**src/hdl/ntp_pkg.sv**
```systemverilog
// ----------------------------------------------------------------------------
// ntp_pkg : note to pitch converter package
// Widths, pitch limits and the two exponential tables.
// ----------------------------------------------------------------------------
package ntp_pkg;

   localparam int NOTE_W  = 16;
   localparam int PITCH_W = 14;
   localparam int FRAC_W  = 7;
   localparam int IDX_W   = 4;
   localparam int QUO_W   = 13;
   localparam int SH_W    = 5;

   localparam logic [PITCH_W-1:0] PITCH_MAX = 14'h3FFF;

   // d + 32772 (multiple of 12), reciprocal ceil(2^19 / 12)
   localparam logic [16:0] DIV_BIAS  = 17'd32772;
   localparam logic [15:0] DIV_RECIP = 16'd43691;
   localparam int          DIV_SHIFT = 19;

   // quotient thresholds: octave >= 2 and octave <= -15
   localparam logic [QUO_W-1:0] QUO_SAT  = 13'd2733;
   localparam logic [QUO_W-1:0] QUO_ZERO = 13'd2716;
   localparam logic [IDX_W-1:0] OCT_STEPS = 4'd12;

   localparam logic [15:0] FRAC_TAB [128] = '{
      16'h8000, 16'h800e, 16'h801d, 16'h802c, 16'h803b, 16'h804a, 16'h8058, 16'h8067,
      16'h8076, 16'h8085, 16'h8094, 16'h80a3, 16'h80b1, 16'h80c0, 16'h80cf, 16'h80de,
      16'h80ed, 16'h80fc, 16'h810b, 16'h811a, 16'h8129, 16'h8138, 16'h8146, 16'h8155,
      16'h8164, 16'h8173, 16'h8182, 16'h8191, 16'h81a0, 16'h81af, 16'h81be, 16'h81cd,
      16'h81dc, 16'h81eb, 16'h81fa, 16'h8209, 16'h8218, 16'h8227, 16'h8236, 16'h8245,
      16'h8254, 16'h8263, 16'h8272, 16'h8282, 16'h8291, 16'h82a0, 16'h82af, 16'h82be,
      16'h82cd, 16'h82dc, 16'h82eb, 16'h82fa, 16'h830a, 16'h8319, 16'h8328, 16'h8337,
      16'h8346, 16'h8355, 16'h8364, 16'h8374, 16'h8383, 16'h8392, 16'h83a1, 16'h83b0,
      16'h83c0, 16'h83cf, 16'h83de, 16'h83ed, 16'h83fd, 16'h840c, 16'h841b, 16'h842a,
      16'h843a, 16'h8449, 16'h8458, 16'h8468, 16'h8477, 16'h8486, 16'h8495, 16'h84a5,
      16'h84b4, 16'h84c3, 16'h84d3, 16'h84e2, 16'h84f1, 16'h8501, 16'h8510, 16'h8520,
      16'h852f, 16'h853e, 16'h854e, 16'h855d, 16'h856d, 16'h857c, 16'h858b, 16'h859b,
      16'h85aa, 16'h85ba, 16'h85c9, 16'h85d9, 16'h85e8, 16'h85f8, 16'h8607, 16'h8617,
      16'h8626, 16'h8636, 16'h8645, 16'h8655, 16'h8664, 16'h8674, 16'h8683, 16'h8693,
      16'h86a2, 16'h86b2, 16'h86c1, 16'h86d1, 16'h86e0, 16'h86f0, 16'h8700, 16'h870f,
      16'h871f, 16'h872e, 16'h873e, 16'h874e, 16'h875d, 16'h876d, 16'h877d, 16'h878c
   };

   function automatic logic [15:0] semi_lookup(input logic [IDX_W-1:0] idx);
      logic [15:0] val;
      case (idx)
         4'd0:    val = 16'h8000;
         4'd1:    val = 16'h879c;
         4'd2:    val = 16'h8fac;
         4'd3:    val = 16'h9837;
         4'd4:    val = 16'ha145;
         4'd5:    val = 16'haadc;
         4'd6:    val = 16'hb504;
         4'd7:    val = 16'hbfc8;
         4'd8:    val = 16'hcb2f;
         4'd9:    val = 16'hd744;
         4'd10:   val = 16'he411;
         4'd11:   val = 16'hf1a1;
         default: val = 16'h0000;
      endcase
      return val;
   endfunction

endpackage

```
**src/hdl/note_to_pitch_converter_unit.sv**
```systemverilog
// ----------------------------------------------------------------------------
// note_to_pitch_converter_unit : note to sample pitch
// Five stage pipeline: fine sum and note difference, divide by 12 by
// reciprocal multiply, table lookup, table product, rounded octave shift.
// ----------------------------------------------------------------------------
// Throughput: one word per cycle while rsp_stall is low; every stage is a
// single register that takes a new word each cycle unless it is held.
// Stalls collapse bubbles; a stage holds only when the next one is full.
// Reset clears the stage valid bits; payload registers are not reset.
module note_to_pitch_converter_unit
   import ntp_pkg::*;
(
   input  logic                      clock,
   input  logic                      reset,
   input  logic                      req_valid,
   output logic                      req_stall,
   input  logic signed [NOTE_W-1:0]  req_note_number,
   input  logic signed [NOTE_W-1:0]  req_fine_tune,
   input  logic        [7:0]         req_center_note,
   input  logic        [7:0]         req_tone_shift,
   output logic                      rsp_valid,
   input  logic                      rsp_stall,
   output logic        [PITCH_W-1:0] rsp_pitch
);

   // stage valids and enables
   logic v1_ff, v2_ff, v3_ff, v4_ff, v5_ff;
   logic en1, en2, en3, en4, en5;

   assign en5 = !v5_ff || !rsp_stall;
   assign en4 = !v4_ff || en5;
   assign en3 = !v3_ff || en4;
   assign en2 = !v2_ff || en3;
   assign en1 = !v1_ff || en2;

   assign req_stall = !en1;
   assign rsp_valid = v5_ff;

   always_ff @(posedge clock) begin
      if (reset) begin
         v1_ff <= 1'b0;
         v2_ff <= 1'b0;
         v3_ff <= 1'b0;
         v4_ff <= 1'b0;
         v5_ff <= 1'b0;
      end else begin
         if (en1) v1_ff <= req_valid;
         if (en2) v2_ff <= v1_ff;
         if (en3) v3_ff <= v2_ff;
         if (en4) v4_ff <= v3_ff;
         if (en5) v5_ff <= v4_ff;
      end
   end

   // stage 1: fine sum, split, note difference
   logic [15:0]        sum1;
   logic [15:0]        d_in;
   logic [15:0]        d_ff;
   logic [FRAC_W-1:0]  frac1_ff;

   always_comb begin
      sum1 = {8'd0, req_tone_shift} + req_fine_tune;
      d_in = req_note_number + {{7{sum1[15]}}, sum1[15:7]} - {8'd0, req_center_note};
   end

   always_ff @(posedge clock) begin
      if (en1) begin
         d_ff     <= d_in;
         frac1_ff <= sum1[FRAC_W-1:0];
      end
   end

   // stage 2: biased difference times reciprocal of 12
   logic [16:0]        ud2;
   logic [32:0]        prod2;
   logic [QUO_W-1:0]   quo_ff;
   logic [IDX_W-1:0]   udlo_ff;
   logic [FRAC_W-1:0]  frac2_ff;

   always_comb begin
      ud2   = {d_ff[15], d_ff} + DIV_BIAS;
      prod2 = ud2 * {17'd0, DIV_RECIP};
   end

   always_ff @(posedge clock) begin
      if (en2) begin
         quo_ff   <= prod2[DIV_SHIFT +: QUO_W];
         udlo_ff  <= ud2[IDX_W-1:0];
         frac2_ff <= frac1_ff;
      end
   end

   // stage 3: remainder, octave class, table lookups
   logic [IDX_W-1:0]   idx3;
   logic [15:0]        semi_ff, fine_ff;
   logic               sat3_ff, zero3_ff;
   logic [SH_W-1:0]    sh3_ff;

   assign idx3 = udlo_ff - ({quo_ff[1:0], 2'b00} + {quo_ff[0], 3'b000});

   always_ff @(posedge clock) begin
      if (en3) begin
         semi_ff  <= semi_lookup(idx3);
         fine_ff  <= FRAC_TAB[frac2_ff];
         sat3_ff  <= quo_ff >= QUO_SAT;
         zero3_ff <= quo_ff <= QUO_ZERO;
         sh3_ff   <= SH_W'(QUO_SAT - quo_ff);
      end
   end

   // stage 4: table product
   logic [31:0]        prod4;
   logic [15:0]        p_ff;
   logic               sat4_ff, zero4_ff;
   logic [SH_W-1:0]    sh4_ff;

   assign prod4 = semi_ff * fine_ff;

   always_ff @(posedge clock) begin
      if (en4) begin
         p_ff     <= prod4[31:16];
         sat4_ff  <= sat3_ff;
         zero4_ff <= zero3_ff;
         sh4_ff   <= sh3_ff;
      end
   end

   // stage 5: rounded shift and clamp
   logic [16:0]        rnd5;
   logic [16:0]        shr5;
   logic [PITCH_W-1:0] pitch_in;
   logic [PITCH_W-1:0] pitch_ff;

   always_comb begin
      rnd5 = {1'b0, p_ff} + (17'd1 << (sh4_ff - 5'd1));
      shr5 = rnd5 >> sh4_ff;
      if (sat4_ff) begin
         pitch_in = PITCH_MAX;
      end else if (zero4_ff) begin
         pitch_in = '0;
      end else begin
         pitch_in = shr5[PITCH_W-1:0];
      end
   end

   always_ff @(posedge clock) begin
      if (en5) begin
         pitch_ff <= pitch_in;
      end
   end

   assign rsp_pitch = pitch_ff;

   // checks
   a_no_stall_when_empty: assert property (@(posedge clock) disable iff (reset)
      !rsp_valid |-> !req_stall)
      else $error("request stalled with empty output");

   a_idx_range: assert property (@(posedge clock) disable iff (reset)
      v2_ff |-> idx3 < OCT_STEPS)
      else $error("semitone index out of range");

   a_class_exclusive: assert property (@(posedge clock) disable iff (reset)
      v3_ff |-> !(sat3_ff && zero3_ff))
      else $error("saturate and zero both set");

   a_shift_range: assert property (@(posedge clock) disable iff (reset)
      (v4_ff && !sat4_ff && !zero4_ff) |-> (sh4_ff != 5'd0 && sh4_ff <= 5'd16))
      else $error("octave shift out of range");

endmodule

```
**config.mk**
```make
export PLATFORM = sky130hd
export DESIGN_NAME = note_to_pitch_converter_unit
export DESIGN_NICKNAME = d
export VERILOG_FILES = /design/src/hdl/ntp_pkg.sv /design/src/hdl/note_to_pitch_converter_unit.sv
export SDC_FILE = /design/constraint.sdc
export NUM_CORES = 1
export LEC_CHECK = 0
export ABC_AREA = 1
export BUFFER_PORTS_ARGS = -buffer_cell sky130_fd_sc_hd__buf_2
export CAP_MARGIN = 20
export CORE_UTILIZATION = 40
export DETAILED_ROUTE_END_ITERATION = 7
export GPL_ROUTABILITY_DRIVEN = 1
export SKIP_LAST_GASP = 1
export SYNTH_ARGS = -nofsm -noshare
export SYNTH_HDL_FRONTEND = slang
export SYNTH_SLANG_ARGS = --single-unit
```
**constraint.sdc**
```tcl
create_clock -name clock -period 6.4 [get_ports clock]
set_input_delay 1.28 -clock clock [delete_from_list [all_inputs] [get_ports clock]]
set_output_delay 1.28 -clock clock [all_outputs]
set_load 0.02 [all_outputs]
```
==> results.yml <==
outcome:
  outcome: "complete, no violations"
sta:
  worst_pin_slew_ns: 0.7975
  holdWs_ns: 0.4169
  report.final.slew_viol_count: 0
  rsz0062_at_grt: "yes"
  setup_viol: 0
  finalCriticalPeriod_ns: 6.102
  relSlewSlack_pct: 46.83
  fin_skew_ns: 0.01218
  layout_worst_path_cycle_share_pct: 95.34
  final_hold_viol_count: 0
  fmaxAchievable_mhz: 163.9
worst_hold_path:
  hold_class: "reg2reg"
  hold_path_depth: 0
die:
  start_util_pct: 40.63
  die_area_sq_um: 54520
  die_x_microns: 233.5
  coreArea_sq_um: 52760
  num_rows: 84
  ios: 68
  die_height_microns: 233.5
grt:
  grt_pass1_wl_mm: 88.24
  met3_usage_pct: 2.490
  grt_pass1_vias: 18120
  track_usage_pct: 20.34
  met1_usage_pct: 25.52
  gr-max-usage-layer: "met2"
  overflow: 0
  grt_max_degree: 43
  antenna_found_initial: 0
  use_met2_pct: 36.39
synthesis:
  synth_cell_types: 55
  avgSynthCellArea_sq_um: 7.673
  synth.net_count: 3379
  async_flop_share_pct: 0
  synth-seq-area-share_pct: 17.00
  synth_edf_count: 118
  synthFlopType: "edfxtp_1"
  ys_warn_count: 0
  ys_seq_elements: 123
  syn_area_sq_um: 21440
  synthCells: 2794
worst_setup_path:
  endpoint_kind: "flop"
  critPathTopFamily: "adder cells"
  crit_type: "reg2reg"
  worst-path-stages: 28
  cpMaxStageDelayCell: "fa_1"
  rr_worst_depth: 28
  cp_max_fo: 4
  crit_required_ns: 6.62
  crit_path_max_incr_delay_ns: 0.54
  crit_buf_inv: 6
  crit_arrival_ns: 6.32
  startpoint_type: "flop"
route:
  drt-initial-drc-count: 971
  drcViolationCount: 0
  via_per_inst: 4.946
  vias: 17550
  detail-route-antenna-nets: 0
  drt_wl_total_mm: 52.66
  wire_per_inst_microns: 14.84
  first_pass_iters: 6
clock_network:
  htreeDepth: 4
  root_buffer: "clkbuf_16"
  cts.sinks: 123
  numCtsBuffers: 17
  clk_path_buf_depth: 2
  cts_tree: "done"
  clk_latency_ns: 0.46
  hold_buffers: 0
  clk_pin_slew_ns: 0.06
final_layout:
  final_cell_mix: "707 x inv_1, 597 x nand2_1, 307 x ha_1"
  n_antenna_cell: 0
  finish.utilization_pct: 44.37
  syn_to_final_growth_pct: 9.210
  layout.cells.non_filler: 3548
  finalNetCount: 3432
  layout_commonest_cell: "inv_1"
  fin_area_sq_um: 23410
  drive_gt1_share_pct: 6.189
  fill_cells: 5280
flow_run:
  max_cap_violations: 0
placement:
  place_inst: 3507
  portBuffers: 67
  hpwlAfterDp_mm: 44.18
  gp_congestion: 0.8876
  place_area_sq_um: 22550
[stage by stage]
stage / setup TNS, ns / worst slack (ns)
after global routing: -0.2635 / -0.09578
after detailed placement: 0 / 0.06836
after floorplan: 0 / 0.4899
final: 0 / 0.2983
after global placement: 0 / 0.1670
after CTS: 0 / 0.04200
[metal layers]
metal / up-vias / wire length [microns]
met5: - / 0
met4: 0 / 1011
met3: 64 / 1781
met2: 347 / 25900
met1: 8328 / 23970
li1: 8811 / -
[synthesized netlist by cell type, drive strengths merged, types with 3 or more instances]
master / number / area [sq um]
inv: 712 / 2673
nand2: 602 / 2265
ha: 311 / 3891
fa: 222 / 4444
nand3: 147 / 735.7
nor2: 143 / 549.3
a21oi: 136 / 680.7
edfxtp: 118 / 3543
o21ai: 93 / 469.2
xor2: 55 / 481.7
clkbuf: 51 / 191.4
xnor2: 25 / 219.0
nor3: 24 / 141.4
nand4: 18 / 118.9
buf: 14 / 66.31
o211ai: 14 / 105.1
a21o: 13 / 97.59
nor4: 10 / 62.56
o21bai: 9 / 67.56
a31oi: 7 / 43.79
or2: 7 / 43.80
o22ai: 6 / 37.54
and2: 5 / 31.28
dfxtp: 5 / 100.1
nand3b: 5 / 37.54
o221ai: 5 / 43.79
o311ai: 5 / 43.79
o31ai: 4 / 30.03
a211oi: 3 / 22.52
a221oi: 3 / 26.28
clkinv: 3 / 11.26
o21a: 3 / 22.52
[final timing paths]
| check | from | endpoint | slack, ns |
|---|---|---|---|
| worst max-delay path | d_ff[2] | quo_ff[12] | 0.30 |
| worst min-delay path | sh3_ff[0] | sh4_ff[0] | 0.42 |
| worst max register to register | d_ff[2] | quo_ff[12] | 0.30 |
| worst min register to register | sh3_ff[0] | sh4_ff[0] | 0.42 |
[state kept, by name, summed over array words and instances, names as in the netlist]
register / count
sh3_ff: 5
zero3_ff: 1
sat3_ff: 1
d_ff: 16
fine_ff: 11
v4_ff: 1
rsp_valid: 1
v2_ff: 1
sh4_ff: 5
v3_ff: 1
quo_ff: 13
semi_ff: 16
udlo_ff: 4
rsp_pitch: 14
p_ff: 16
zero4_ff: 1
v1_ff: 1
sat4_ff: 1
frac2_ff: 7
frac1_ff: 7
[cells by family (layout without fill, tap and decap cells)]
logic type	after synthesis	after routing	synth area share [%]
and+or+nand+nor	962	962	18.62
buffers and inverters	780	846	13.72
adders and majority gates	533	533	38.88
AOI/OAI and AO/OA	316	316	8.509
DFF	123	123	17.00
xor gates and xnor gates	80	80	3.268
[repair_timing]
action	in CTS	in global routing
buffers inserted	0	9
endpoints found under the setup margin	0	13
resized for setup	0	37
[final cells by class]
type | count | area [sq um] | area share, %
repair buffers | 99 | 575.6 | 2.458
clock inverters | 14 | 217.7 | 0.9299
flip-flops and latches | 123 | 3643 | 15.56
well taps | 688 | 860.8 | 3.677
inverters | 715 | 2684 | 11.46
clock buffers | 18 | 429.2 | 1.833
multi-input cells | 1891 | 15000 | 64.08
Power is not shown: default switching activity piles up to over one toggle a cycle in this logic, so the estimate is an artifact.
